[src/rtl/plts_pkg.sv]
// Shared types, widths and constants of the polyline turn angle statistics unit.
package plts_pkg;

  localparam int SEG_MAX   = 1024;
  localparam int IDX_W     = $clog2(SEG_MAX);
  localparam int CNT_W     = IDX_W + 1;
  localparam int COORD_W   = 24;
  localparam int DIFF_W    = COORD_W + 1;
  localparam int PROD_W    = 2 * DIFF_W;
  localparam int DOT_W     = PROD_W + 1;
  localparam int CX_W      = DOT_W + 1;
  localparam int ANG_W     = 25;
  localparam int TURN_W    = 16;
  localparam int SUM_W     = 26;
  localparam int KIND_W    = 3;
  localparam int TOL_W     = 8;
  localparam int STEPS     = 20;
  localparam int STEP_W    = 5;
  localparam int FIFO_DEPTH = 4;
  localparam int FIFO_AW   = $clog2(FIFO_DEPTH);
  localparam int IN_DATA_W  = 4 * COORD_W;
  localparam int OUT_DATA_W = 112;

  localparam logic signed [ANG_W-1:0] DEG90_Q16  = 25'sd5898240;
  localparam logic signed [ANG_W-1:0] DEG180_Q16 = 25'sd11796480;
  localparam logic [TURN_W-1:0]       TURN_MAX   = 16'd46080;

  typedef struct packed {
    logic signed [DIFF_W-1:0] ux;
    logic signed [DIFF_W-1:0] uz;
    logic signed [DIFF_W-1:0] vx;
    logic signed [DIFF_W-1:0] vz;
    logic                     joined;
    logic                     zero_vec;
    logic [KIND_W-1:0]        kind;
    logic [KIND_W-1:0]        prev_kind;
    logic [CNT_W-1:0]         seg_idx;
    logic                     last;
  } seg_entry_t;

  typedef struct packed {
    logic             full;
    logic             empty;
    logic [FIFO_AW:0] count;
  } fifo_status_t;

  function automatic logic signed [ANG_W-1:0] atan_q16(input logic [STEP_W-1:0] i);
    logic signed [ANG_W-1:0] a;
    case (i)
      5'd0:  a = 25'sd2949120;
      5'd1:  a = 25'sd1740967;
      5'd2:  a = 25'sd919879;
      5'd3:  a = 25'sd466945;
      5'd4:  a = 25'sd234379;
      5'd5:  a = 25'sd117304;
      5'd6:  a = 25'sd58666;
      5'd7:  a = 25'sd29335;
      5'd8:  a = 25'sd14668;
      5'd9:  a = 25'sd7334;
      5'd10: a = 25'sd3667;
      5'd11: a = 25'sd1833;
      5'd12: a = 25'sd917;
      5'd13: a = 25'sd458;
      5'd14: a = 25'sd229;
      5'd15: a = 25'sd115;
      5'd16: a = 25'sd57;
      5'd17: a = 25'sd29;
      5'd18: a = 25'sd14;
      5'd19: a = 25'sd7;
      default: a = '0;
    endcase
    return a;
  endfunction

endpackage

[src/rtl/plts_front.sv]
// Front end: accepts segments, checks the junction and forms the turn vectors.
module plts_front import plts_pkg::*; (
  input  logic                 clk,
  input  logic                 rst_n,
  input  logic                 cfg_wr_en,
  input  logic [TOL_W-1:0]     cfg_wr_data,
  input  logic                 in_tvalid,
  output logic                 in_tready,
  input  logic [IN_DATA_W-1:0] in_tdata,
  input  logic [KIND_W-1:0]    in_tuser,
  input  logic                 in_tlast,
  input  fifo_status_t         fifo_st,
  output logic                 push,
  output seg_entry_t           push_data
);

  logic [TOL_W-1:0] tol_r;
  logic signed [COORD_W-1:0] psx_r, psz_r, pex_r, pez_r;
  logic [KIND_W-1:0] pkind_r;
  logic have_prev_r;
  logic [CNT_W-1:0] seg_idx_r, seg_idx_nxt;

  logic signed [COORD_W-1:0] sx, sz, ex, ez;
  logic signed [DIFF_W-1:0] djx, djz;
  logic [DIFF_W-1:0] mjx, mjz;
  logic near;

  assign sx = in_tdata[COORD_W-1:0];
  assign sz = in_tdata[2*COORD_W-1:COORD_W];
  assign ex = in_tdata[3*COORD_W-1:2*COORD_W];
  assign ez = in_tdata[4*COORD_W-1:3*COORD_W];

  assign in_tready = !fifo_st.full;
  assign push      = in_tvalid && in_tready;

  always_comb begin
    djx  = DIFF_W'(sx) - DIFF_W'(pex_r);
    djz  = DIFF_W'(sz) - DIFF_W'(pez_r);
    mjx  = djx[DIFF_W-1] ? DIFF_W'(-djx) : DIFF_W'(djx);
    mjz  = djz[DIFF_W-1] ? DIFF_W'(-djz) : DIFF_W'(djz);
    near = (mjx <= DIFF_W'(tol_r)) && (mjz <= DIFF_W'(tol_r));
    push_data.ux        = DIFF_W'(sx) - DIFF_W'(psx_r);
    push_data.uz        = DIFF_W'(sz) - DIFF_W'(psz_r);
    push_data.vx        = DIFF_W'(ex) - DIFF_W'(sx);
    push_data.vz        = DIFF_W'(ez) - DIFF_W'(sz);
    push_data.joined    = have_prev_r && near;
    push_data.zero_vec  = (push_data.ux == '0 && push_data.uz == '0) ||
                          (push_data.vx == '0 && push_data.vz == '0);
    push_data.kind      = in_tuser;
    push_data.prev_kind = pkind_r;
    push_data.seg_idx   = seg_idx_r;
    push_data.last      = in_tlast;
    seg_idx_nxt = (seg_idx_r < CNT_W'(SEG_MAX)) ? seg_idx_r + 1'b1 : seg_idx_r;
  end

  always_ff @(posedge clk) begin
    if (!rst_n) begin
      tol_r       <= '0;
      have_prev_r <= 1'b0;
      seg_idx_r   <= '0;
      pkind_r     <= '0;
    end else begin
      if (cfg_wr_en) begin
        tol_r <= cfg_wr_data;
      end
      if (push) begin
        if (in_tlast) begin
          have_prev_r <= 1'b0;
          seg_idx_r   <= '0;
          pkind_r     <= '0;
        end else begin
          have_prev_r <= 1'b1;
          seg_idx_r   <= seg_idx_nxt;
          pkind_r     <= in_tuser;
        end
      end
    end
  end

  always_ff @(posedge clk) begin
    if (push) begin
      psx_r <= sx;
      psz_r <= sz;
      pex_r <= ex;
      pez_r <= ez;
    end
  end

endmodule

[src/rtl/plts_fifo.sv]
// Short queue of classified segments between front and back end.
module plts_fifo import plts_pkg::*; (
  input  logic         clk,
  input  logic         rst_n,
  input  logic         push,
  input  seg_entry_t   push_data,
  input  logic         pop,
  output seg_entry_t   pop_data,
  output fifo_status_t st
);

  seg_entry_t mem_r [FIFO_DEPTH];
  logic [FIFO_AW-1:0] wr_ptr_r, rd_ptr_r;
  logic [FIFO_AW:0]   count_r;

  assign st.full   = (count_r == (FIFO_AW+1)'(FIFO_DEPTH));
  assign st.empty  = (count_r == '0);
  assign st.count  = count_r;
  assign pop_data  = mem_r[rd_ptr_r];

  always_ff @(posedge clk) begin
    if (!rst_n) begin
      wr_ptr_r <= '0;
      rd_ptr_r <= '0;
      count_r  <= '0;
    end else begin
      if (push) begin
        wr_ptr_r <= wr_ptr_r + 1'b1;
      end
      if (pop) begin
        rd_ptr_r <= rd_ptr_r + 1'b1;
      end
      if (push && !pop) begin
        count_r <= count_r + 1'b1;
      end else if (pop && !push) begin
        count_r <= count_r - 1'b1;
      end
    end
  end

  always_ff @(posedge clk) begin
    if (push) begin
      mem_r[wr_ptr_r] <= push_data;
    end
  end

endmodule

[src/rtl/plts_back.sv]
// Back end: turn angle by shared multiplier and CORDIC, statistics, mean divider.
module plts_back import plts_pkg::*; (
  input  logic                  clk,
  input  logic                  rst_n,
  input  logic                  fifo_empty,
  input  seg_entry_t            pop_data,
  output logic                  pop,
  output logic                  out_tvalid,
  input  logic                  out_tready,
  output logic [OUT_DATA_W-1:0] out_tdata
);

  typedef enum logic [6:0] {
    ST_IDLE  = 7'b0000001,
    ST_MUL   = 7'b0000010,
    ST_CORD  = 7'b0000100,
    ST_ROUND = 7'b0001000,
    ST_UPD   = 7'b0010000,
    ST_DIV   = 7'b0100000,
    ST_OUT   = 7'b1000000
  } state_t;

  state_t state_r, state_nxt;
  seg_entry_t ent_r;
  logic [STEP_W-1:0] cnt_r, cnt_nxt;
  logic signed [PROD_W-1:0] prod_r, prod_nxt;
  logic signed [DOT_W-1:0] dot_r, dot_nxt, cross_r, cross_nxt, cross_fin;
  logic [CX_W-1:0] x_r, x_nxt;
  logic signed [CX_W-1:0] y_r, y_nxt;
  logic [CX_W-1:0] ay;
  logic signed [ANG_W-1:0] z_r, z_nxt, zc;
  logic [TURN_W-1:0] d_r, d_nxt;
  logic [ANG_W-1:0] rnd;
  logic signed [DIFF_W-1:0] mul_a, mul_b;

  logic [TURN_W-1:0] best_r, best_nxt, chg_r, chg_nxt;
  logic [IDX_W-1:0]  bidx_r, bidx_nxt, joins_r, joins_nxt;
  logic [KIND_W-1:0] kb_r, kb_nxt, ka_r, ka_nxt;
  logic [SUM_W-1:0]  sum_r, sum_nxt;
  logic [CNT_W-1:0]  segcnt_r, segcnt_nxt;
  logic [IDX_W-1:0]  rem_r, rem_nxt;
  logic [SUM_W-1:0]  quo_r, quo_nxt;
  logic [IDX_W:0]    shifted;
  logic [TURN_W-1:0] mean;
  logic [OUT_DATA_W-1:0] out_r, out_nxt;

  assign out_tvalid = (state_r == ST_OUT);
  assign out_tdata  = out_r;
  assign pop        = (state_r == ST_IDLE) && !fifo_empty;

  always_comb begin
    state_nxt  = state_r;
    cnt_nxt    = cnt_r;
    prod_nxt   = prod_r;
    dot_nxt    = dot_r;
    cross_nxt  = cross_r;
    x_nxt      = x_r;
    y_nxt      = y_r;
    z_nxt      = z_r;
    d_nxt      = d_r;
    best_nxt   = best_r;
    chg_nxt    = chg_r;
    bidx_nxt   = bidx_r;
    joins_nxt  = joins_r;
    kb_nxt     = kb_r;
    ka_nxt     = ka_r;
    sum_nxt    = sum_r;
    segcnt_nxt = segcnt_r;
    rem_nxt    = rem_r;
    quo_nxt    = quo_r;
    out_nxt    = out_r;
    mean       = '0;
    cross_fin  = cross_r - DOT_W'(prod_r);
    ay         = y_r[CX_W-1] ? CX_W'(-y_r) : CX_W'(y_r);
    zc         = '0;
    rnd        = '0;
    shifted    = {rem_r, quo_r[SUM_W-1]};
    case (cnt_r[1:0])
      2'd0: begin mul_a = ent_r.ux; mul_b = ent_r.vx; end
      2'd1: begin mul_a = ent_r.uz; mul_b = ent_r.vz; end
      2'd2: begin mul_a = ent_r.ux; mul_b = ent_r.vz; end
      default: begin mul_a = ent_r.uz; mul_b = ent_r.vx; end
    endcase

    case (state_r)
      ST_IDLE: begin
        if (!fifo_empty) begin
          state_nxt = ST_MUL;
          cnt_nxt   = '0;
        end
      end
      ST_MUL: begin
        prod_nxt = PROD_W'(mul_a * mul_b);
        cnt_nxt  = cnt_r + 1'b1;
        case (cnt_r)
          5'd1: dot_nxt   = DOT_W'(prod_r);
          5'd2: dot_nxt   = dot_r + DOT_W'(prod_r);
          5'd3: cross_nxt = DOT_W'(prod_r);
          5'd4: begin
            x_nxt     = dot_r[DOT_W-1] ? CX_W'(-dot_r) : CX_W'(dot_r);
            y_nxt     = cross_fin[DOT_W-1] ? -CX_W'(cross_fin) : CX_W'(cross_fin);
            z_nxt     = '0;
            cnt_nxt   = '0;
            state_nxt = ST_CORD;
          end
          default: ;
        endcase
      end
      ST_CORD: begin
        x_nxt = x_r + (ay >> cnt_r);
        if (!y_r[CX_W-1]) begin
          y_nxt = y_r - $signed(x_r >> cnt_r);
          z_nxt = z_r + atan_q16(cnt_r);
        end else begin
          y_nxt = y_r + $signed(x_r >> cnt_r);
          z_nxt = z_r - atan_q16(cnt_r);
        end
        cnt_nxt = cnt_r + 1'b1;
        if (cnt_r == STEP_W'(STEPS - 1)) begin
          state_nxt = ST_ROUND;
        end
      end
      ST_ROUND: begin
        if (z_r[ANG_W-1]) begin
          zc = '0;
        end else if (z_r > DEG90_Q16) begin
          zc = DEG90_Q16;
        end else begin
          zc = z_r;
        end
        if (dot_r[DOT_W-1]) begin
          zc = DEG180_Q16 - zc;
        end
        rnd = (ANG_W'(zc) + ANG_W'(128)) >> 8;
        if (ent_r.zero_vec) begin
          d_nxt = '0;
        end else if (rnd > ANG_W'(TURN_MAX)) begin
          d_nxt = TURN_MAX;
        end else begin
          d_nxt = TURN_W'(rnd);
        end
        state_nxt = ST_UPD;
      end
      ST_UPD: begin
        if (ent_r.joined) begin
          if (joins_r < IDX_W'(SEG_MAX - 1)) begin
            joins_nxt = joins_r + 1'b1;
            sum_nxt   = sum_r + SUM_W'(d_r);
          end
          if (d_r > best_r) begin
            best_nxt = d_r;
            bidx_nxt = (ent_r.seg_idx < CNT_W'(SEG_MAX - 1)) ?
                       IDX_W'(ent_r.seg_idx) : IDX_W'(SEG_MAX - 1);
            kb_nxt   = ent_r.prev_kind;
            ka_nxt   = ent_r.kind;
          end
          if (ent_r.prev_kind != ent_r.kind && d_r > chg_r) begin
            chg_nxt = d_r;
          end
        end
        if (ent_r.last) begin
          segcnt_nxt = (ent_r.seg_idx < CNT_W'(SEG_MAX)) ?
                       ent_r.seg_idx + 1'b1 : ent_r.seg_idx;
          rem_nxt    = '0;
          quo_nxt    = sum_nxt + SUM_W'(joins_nxt >> 1);
          cnt_nxt    = '0;
          state_nxt  = ST_DIV;
        end else begin
          state_nxt = ST_IDLE;
        end
      end
      ST_DIV: begin
        if (shifted >= {1'b0, joins_r}) begin
          rem_nxt = IDX_W'(shifted - {1'b0, joins_r});
          quo_nxt = {quo_r[SUM_W-2:0], 1'b1};
        end else begin
          rem_nxt = IDX_W'(shifted);
          quo_nxt = {quo_r[SUM_W-2:0], 1'b0};
        end
        cnt_nxt = cnt_r + 1'b1;
        if (cnt_r == STEP_W'(SUM_W - 1)) begin
          if (joins_r == '0) begin
            mean = '0;
          end else if (quo_nxt > SUM_W'(TURN_MAX)) begin
            mean = TURN_MAX;
          end else begin
            mean = TURN_W'(quo_nxt);
          end
          out_nxt   = {1'b0, mean, sum_r, segcnt_r, joins_r, chg_r, ka_r, kb_r,
                       bidx_r, best_r};
          state_nxt = ST_OUT;
        end
      end
      ST_OUT: begin
        if (out_tready) begin
          best_nxt  = '0;
          chg_nxt   = '0;
          bidx_nxt  = '0;
          joins_nxt = '0;
          kb_nxt    = '0;
          ka_nxt    = '0;
          sum_nxt   = '0;
          state_nxt = ST_IDLE;
        end
      end
      default: state_nxt = ST_IDLE;
    endcase
  end

  always_ff @(posedge clk) begin
    if (!rst_n) begin
      state_r <= ST_IDLE;
      cnt_r   <= '0;
      best_r  <= '0;
      chg_r   <= '0;
      bidx_r  <= '0;
      joins_r <= '0;
      kb_r    <= '0;
      ka_r    <= '0;
      sum_r   <= '0;
    end else begin
      state_r <= state_nxt;
      cnt_r   <= cnt_nxt;
      best_r  <= best_nxt;
      chg_r   <= chg_nxt;
      bidx_r  <= bidx_nxt;
      joins_r <= joins_nxt;
      kb_r    <= kb_nxt;
      ka_r    <= ka_nxt;
      sum_r   <= sum_nxt;
    end
  end

  always_ff @(posedge clk) begin
    if (pop) begin
      ent_r <= pop_data;
    end
    prod_r   <= prod_nxt;
    dot_r    <= dot_nxt;
    cross_r  <= cross_nxt;
    x_r      <= x_nxt;
    y_r      <= y_nxt;
    z_r      <= z_nxt;
    d_r      <= d_nxt;
    segcnt_r <= segcnt_nxt;
    rem_r    <= rem_nxt;
    quo_r    <= quo_nxt;
    out_r    <= out_nxt;
  end

endmodule

[src/rtl/polyline_turn_angle_stats_unit.sv]
// Top level of the polyline turn angle statistics unit.
// Input channel in_*: one segment per item; tlast marks the final segment of a
// chain, tuser carries the segment kind. Output channel out_*: one statistics
// item per chain, sent after the item with tlast. cfg_wr_en/cfg_wr_data write
// the join tolerance; the user must do it only while the unit is idle (not checked).
// A front end checks the junction and forms the vectors, then queues the item
// in a four-entry queue. The back end takes each item through its shared
// multiplier, twenty CORDIC steps, rounding and the statistics update, and
// the last item of a chain adds a restoring divider for the mean before the
// result shows on out_tdata.
// The back end takes a new item only when it is done with the last one; up to
// four items are taken at full speed while the back end works.
// Reset (rst_n low at a clock edge) clears the chain, the queue and the
// tolerance. When the receiver holds out_tready low the result waits in its
// output register and the back end stops; the front end keeps accepting
// until the queue is full.
module polyline_turn_angle_stats_unit import plts_pkg::*; (
  input  logic                  clk,
  input  logic                  rst_n,
  input  logic                  cfg_wr_en,
  input  logic [TOL_W-1:0]      cfg_wr_data,
  input  logic                  in_tvalid,
  output logic                  in_tready,
  // start_x[23:0], start_z[47:24], end_x[71:48], end_z[95:72]
  input  logic [IN_DATA_W-1:0]  in_tdata,
  // segment_kind[2:0]
  input  logic [KIND_W-1:0]     in_tuser,
  input  logic                  in_tlast,
  output logic                  out_tvalid,
  input  logic                  out_tready,
  // worst_turn[15:0], worst_index[25:16], worst_kind_before[28:26],
  // worst_kind_after[31:29], worst_change_turn[47:32], junction_count[57:48],
  // segment_count[68:58], turn_sum[94:69], mean_turn[110:95], zero[111]
  output logic [OUT_DATA_W-1:0] out_tdata
);

  fifo_status_t fifo_st;
  seg_entry_t   push_data, pop_data;
  logic         push, pop;

  plts_front u_front (
    .clk, .rst_n, .cfg_wr_en, .cfg_wr_data,
    .in_tvalid, .in_tready, .in_tdata, .in_tuser, .in_tlast,
    .fifo_st, .push, .push_data
  );

  plts_fifo u_fifo (
    .clk, .rst_n, .push, .push_data, .pop, .pop_data, .st(fifo_st)
  );

  plts_back u_back (
    .clk, .rst_n, .fifo_empty(fifo_st.empty), .pop_data, .pop,
    .out_tvalid, .out_tready, .out_tdata
  );

`ifndef NO_ASSERTIONS
  a_fifo_bound: assert property (@(posedge clk) disable iff (!rst_n)
    fifo_st.count <= (FIFO_AW+1)'(FIFO_DEPTH))
    else $error("queue count beyond depth");

  a_full_stall: assert property (@(posedge clk) disable iff (!rst_n)
    fifo_st.full |-> !in_tready)
    else $error("item accepted into a full queue");

  a_change_le_worst: assert property (@(posedge clk) disable iff (!rst_n)
    out_tvalid |-> out_tdata[47:32] <= out_tdata[15:0])
    else $error("kind change turn above worst turn");

  a_mean_bound: assert property (@(posedge clk) disable iff (!rst_n)
    out_tvalid |-> (out_tdata[110:95] <= TURN_MAX &&
                    {1'b0, out_tdata[57:48]} <= out_tdata[68:58]))
    else $error("mean or junction count out of range");
`endif

endmodule
[config.mk]
export PLATFORM = sky130hd
export DESIGN_NAME = polyline_turn_angle_stats_unit
export DESIGN_NICKNAME = d
export VERILOG_FILES = /design/src/rtl/plts_pkg.sv /design/src/rtl/plts_front.sv /design/src/rtl/plts_fifo.sv /design/src/rtl/plts_back.sv /design/src/rtl/polyline_turn_angle_stats_unit.sv
export SDC_FILE = /design/constraint.sdc
export NUM_CORES = 2
export LEC_CHECK = 0
export CORE_MARGIN = 2
export CORE_UTILIZATION = 48
export CTS_CLUSTER_DIAMETER = 120
export DETAILED_ROUTE_END_ITERATION = 16
export DONT_BUFFER_PORTS = 1
export PLACE_DENSITY = 0.73
export SLEW_MARGIN = 0
export SYNTH_ARGS = -nofsm -noshare
export SYNTH_HDL_FRONTEND = slang
export SYNTH_HIERARCHICAL = 1
export SYNTH_SLANG_ARGS = --single-unit
[constraint.sdc]
create_clock -name clk -period 14.45 [get_ports clk]
set_clock_uncertainty 0.15 [all_clocks]
set_input_delay 0.7225 -clock clk [delete_from_list [all_inputs] [get_ports clk]]
set_output_delay 0.7225 -clock clk [all_outputs]
set_load 0.005 [all_outputs]
======== Word-level counts from Yosys, hierarchy flattened ========
Memories as Yosys holds them, arrays and structs flattened. A register that Yosys moved wholly into a read port is not among the register bits.
Index checks and enable logic that the tools add are counted.
cells by class
  multiply operators ...................... 1
  magnitude comparators ................... 12
  $add $sub $neg .......................... 31
  multiplexer cells ....................... 86
  reduce and logical (&&, ||, !) cells .... 46
  eq/ne operators ......................... 27
  shift-type cells ........................ 2
operators with widths
  operator                                         count
  25-bit 2-to-1 mux                                14
  52-bit 2-to-1 mux                                6
  52-bit case mux with 2 select lines              2
  26-bit 2-to-1 mux                                6
  24-bit by 24-bit subtractor with 25-bit output   6
  16-bit 2-to-1 mux                                7
  52-bit adder                                     2
  51-bit negation with 52-bit output               2
  26-bit case mux with 2 select lines              2
  52-bit by 5-bit right shift with 52-bit output   2
  51-bit case mux with 2 select lines              1
  25-bit logical NOT                               4
  10-bit 2-to-1 mux                                9
  16-bit case mux with 2 select lines              2
  10-bit case mux with 2 select lines              3
  52-bit negation                                  1
  52-bit subtractor                                1
  51-bit by 50-bit adder with 51-bit output        1
  50-bit by 50-bit subtractor with 51-bit output   1
  25-bit by 8-bit <= comparator with 1-bit output  2
  25-bit by 25-bit multiplier with 50-bit output   1
  25-bit negation                                  2
  25-bit case mux with 2 select lines              1
  7-bit case mux with 7 select lines               1
  other kinds (60)                                 126
storage, ports and cells
  register bits ........................... 676
  logic and storage cells ................. 243
  memories kept ........................... 3
  output and inout bits ................... 114
  RAM bits ................................ 480
  ROM bits ................................ 1408
memory list
  memory           words  bits a word  rd ports  clocked after Yosys merged registers in  write ports  line             RTL
  (no name shown)  32     22           1         1                                        0            plts_pkg.sv:49   case (i)
  (no name shown)  32     22           1         1                                        0            plts_pkg.sv:49
  u_fifo.mem_r     4      120          1         1                                        1            plts_fifo.sv:12  seg_entry_t mem_r [FIFO_DEPTH];

======== Depth between registers and ports, before layout ========
  depth in word-level cells ............... 10
  gate-level depth with buffers ........... 39
  depth with buffers taken out ............ 32

======== By module ========
The synthesis kept the hierarchy.
by module, submodules not included
  module      area an instance (um^2)  cells each  sequential area each (um^2)  instances
  plts_back   75137.1                  8089        19598.8                      1
  plts_fifo   17753.3                  669         14594.0                      1
  plts_front  13649.3                  1661        3343.2                       1

======== Worst setup path after synthesis ========
Ideal clock, no wire load.
  path type ............................... register -> register
  start ................................... register u_back.cnt_r[0]
  end ..................................... register u_back.prod_r[49], data pin
  arrival ................................. 10.479 ns
  data required time ...................... 14.036 ns
  setup slack ............................. 3.557 ns
  clock period less this slack ............ 10.893 ns
  stages on the path, launching flop included .. 40
  library setup time ...................... 0.264 ns
  cells stage by stage .................... dfxtp_1 buf_6 buf_2 clkbuf_1 clkinv_1 clkbuf_1 buf_1 ha_1 nor2_1 clkbuf_1 clkbuf_1 mux2i_1 clkbuf_1 nor2_1 fa_1 fa_1 inv_1 fa_1 [... 4 more ...] inv_1 fa_1 inv_1 fa_1 inv_1 ha_1 a21o_1 a21o_1 a21oi_1 o21ai_0 o21ai_0 o31ai_1 a221o_1 a2111oi_0 o21ai_0 a211o_1 a221oi_1 xnor2_1
between the ends
  longest elaborated chain between the ends .. 4
RTL lines
  item                                              line              RTL
  start, declared                                   plts_back.sv:25   logic [STEP_W-1:0] cnt_r, cnt_nxt;
  start signal, assigned                            plts_back.sv:223  cnt_r <= cnt_nxt;
  2-bit == test, or another cell as far along       plts_back.sv:78   case (cnt_r[1:0])
  2-bit OR reduction (no source line)               -
  25-bit 2-to-1 mux                                 plts_back.sv:78
  25-bit by 25-bit multiplier with 50-bit output *  plts_back.sv:93   prod_nxt = PROD_W'(mul_a * mul_b);
  end signal, assigned                              plts_back.sv:238  prod_r <= prod_nxt;
  end, declared                                     plts_back.sv:26   logic signed [PROD_W-1:0] prod_r, prod_nxt;
Mark *: on every way between the ends. The rest lies on a longest branch, timed or not.
A chain may end at the register's enable or synchronous reset.

======== Final worst setup path ========
  start ................................... register u_back.cnt_r[0]
  end ..................................... register u_back.prod_r[48], data pin
Same word-level chain as after synthesis.

==> impl_metrics.yaml <==
logic_synthesis:
  synth_edf_count: 1150
  ys_seq_elements: 1300
  synthSimpleGateAreaFrac_pct: 13.26
  syn_inst: 10420
  yosys.area_share.xor_xnor_pct: 5.352
  syn_area_mm2: 0.1065
  yosysWarnings: 6
  yosysSeqAreaShare_pct: 35.23
  synth.avg_cell_area_um2: 10.23
  synth_fa_ha_area_share_pct: 19.95
  synth_compound_area_share_pct: 13.27
  synthDistinctLibCells: 125
  synth_top_family_by_area: "adder cells"
  synthMuxAreaShare_pct: 7.468
  synth_nets: 11830
  synthFlopType: "edfxtp_1"
  async_flop_share_pct: 0
timing:
  max_freq_mhz: 85.84
  period_share_pct: 80.62
  worst_slew_pin_slew_ns: 1.211
  max_slew_margin_pct: 18.61
  hold_violations: 0
  fin_crit_ns: 11.65
  rsz0062_at_grt: "no"
  slew_viol_final: 0
  setup-tns-final_ns: 0
  setup_violations: 0
route:
  avgRoutedWirePerCell_um: 23.72
  totalWireLength_um: 319600
  route.antenna.remaining_nets: 0
  viasPerCell: 6.106
  firstDrtPassIters: 6
  vias: 82270
  drc: 0
  drt-initial-drc-count: 8722
critical_path:
  crit_path_frequent_cell: "fa_1"
  worstPathArrival_ns: 12.04
  critPathLaunchType: "register"
  crit_path_end_kind: "register"
  cp.required_ns: 14.84
  cp_max_fo: 32
  path_class: "reg -> reg"
  slowest_stage: "mux2i_1"
  critPathMaxStageDelay_ns: 0.93
worst_hold_path:
  hold_path_class: "in -> reg"
floorplan:
  initial_core_util_pct: 48.39
  dieWidth_um: 475.1
  ios: 227
  std_cell_rows: 172
  dieArea_mm2: 0.2257
  dieHeight_um: 475.1
  core-area_mm2: 0.2202
final_layout:
  final_common_cell: "edfxtp_1"
  drive_gt1_share_pct: 7.028
  final_cell_mix: "edfxtp_1 (1150), inv_1 (1085), nor2_1 (940)"
  area_growth_pct: 8.485
  final_area_mm2: 0.1156
  nets: 11800
clock_network:
  cts_made_buffers: 147
  clockRootBuffer: "clkbuf_16"
  htree_num_levels: 4
  clock_path_buffers: 3
  clock_latency_ns: 0.84
  ctsResizeCount: 0
  cts_tree: "yes"
  clock_sinks: 1300
  clkSlewWorstSetupHoldPaths_ns: 0.06
grt:
  grt_pass1_wl_um: 489000
  antenna_found_initial: 10
  grt-ovfl-total: 0
  grt_max_degree: 114
  gr-usage-all-layers_pct: 28.10
  grt_pass1_vias: 81580
place:
  gp_congestion: 1.023
  io_buffers: 0
  dpl.hpwl_um: 244000
  postPlaceCellArea_mm2: 0.1095
run_status:
  outcome: "completed"
run:
  max_cap_violations: 0
-- Yosys cell counts, drive strengths merged (241+ instances only) --
master | n | area (um^2)
a21o | 241 | 1809
a21oi | 614 | 3077
clkbuf | 303 | 1139
edfxtp | 1150 | 34530
fa | 673 | 13470
ha | 622 | 7782
inv | 1090 | 4091
mux2i | 265 | 2653
nand2 | 849 | 3189
nor2 | 944 | 3546
o21ai | 451 | 2257
xnor2 | 408 | 3573
xor2 | 243 | 2128
-- path summary, 6_finish.rpt --
check | start | to | slack, ns | depth (start not counted)
setup reg to reg | u_back/cnt_r[0] | u_back/prod_r[48] | 2.80 | 31
hold / removal | in_tuser[0] | u_front/pkind_r[0] | 0.07 | 3
hold reg to reg | u_back/segcnt_r[3] | u_back/out_tdata[61] | 0.27 | 0
setup / recovery | u_back/cnt_r[0] | u_back/prod_r[48] | 2.80 | 31
-- cells by family (layout without fill, tap and decap cells) --
logic type,count (synthesis),in the layout
adders and majority gates,1295,1295
and+or+nand+nor,2966,2966
other,1,15
muxes,534,534
buffers and inverters,1499,1581
AOI/OAI and AO/OA,2173,2173
DFF,1300,1300
xor gates and xnor gates,651,651
-- per-layer routing --
layer  share of wire [%]  routed length, um  up-vias  GRT usage, %
li1                    -                  -    36950             -
met1                  40             126500    40580         36.40
met2                  47             148800     3938         45.85
met3                 8.5              27080      792         4.709
met4                 5.4              17250        4         13.42
met5              0.0084                 27        -             0
-- critical path, delay by kind of cell (launching register included) --
family | cells | cell delay [ns]
buf+inv | 7 | 1.28
compound gates | 8 | 2.10
xor+xnor | 1 | 0.13
flops | 1 | 0.78
mux | 1 | 0.93
fa+ha+maj | 9 | 4.23
simple gates | 5 | 1.68
-- registers in the layout (all words and copies together) (netlist names), 8 cells and up, named ones only --
register	cells
u_back/dot_r	51
u_back/prod_r	50
u_back/best_r	16
u_back/quo_r	26
u_fifo/mem_r	480
u_back/joins_r	10
u_back/rem_r	10
u_front/pex_r	24
u_front/psx_r	24
u_back/ent_r	120
u_front/pez_r	24
u_back/z_r	25
u_back/d_r	16
u_back/chg_r	16
u_back/cross_r	50
u_back/x_r	52
u_back/bidx_r	10
u_front/seg_idx_r	11
u_back/segcnt_r	11
u_back/y_r	52
u_front/psz_r	24
u_front/tol_r	8
u_back/sum_r	26
u_back/out_tdata	111
-- repair_timing --
item	CTS	global route
hold buffers	119	0
buffers inserted	0	0
endpoints found under the hold margin	227	0
-- per-stage QoR --
stage               utilization (%)  instances  hold slack [ns]  setup slack [ns]
global route                  52.49      13470          0.06591             2.116
finish                        52.50      13470          0.06890             2.801
global placement              49.74      13080           0.2599             3.219
detailed placement            49.74      13080           0.2545             3.013
floorplan                         -      10420           0.2503             3.557
CTS                           52.48      13460          0.01312             2.946
-- layout make-up --
| class | instances | area, um^2 |
|---|---|---|
| Inverter | 1095 | 4115 |
| Clock buffer | 185 | 3841 |
| Clock inverter | 78 | 982.2 |
| Multi-Input combinational cell | 7620 | 63350 |
| Tap cell | 2958 | 3701 |
| Antenna cell | 14 | 35.03 |
| Sequential cell | 1300 | 37550 |
| Fill cell | 19110 | 104600 |
| Timing Repair Buffer | 223 | 2002 |
Power is left out: the tool's default activity adds up to more than one toggle a clock period on the data nets, which glitch-free logic cannot reach.
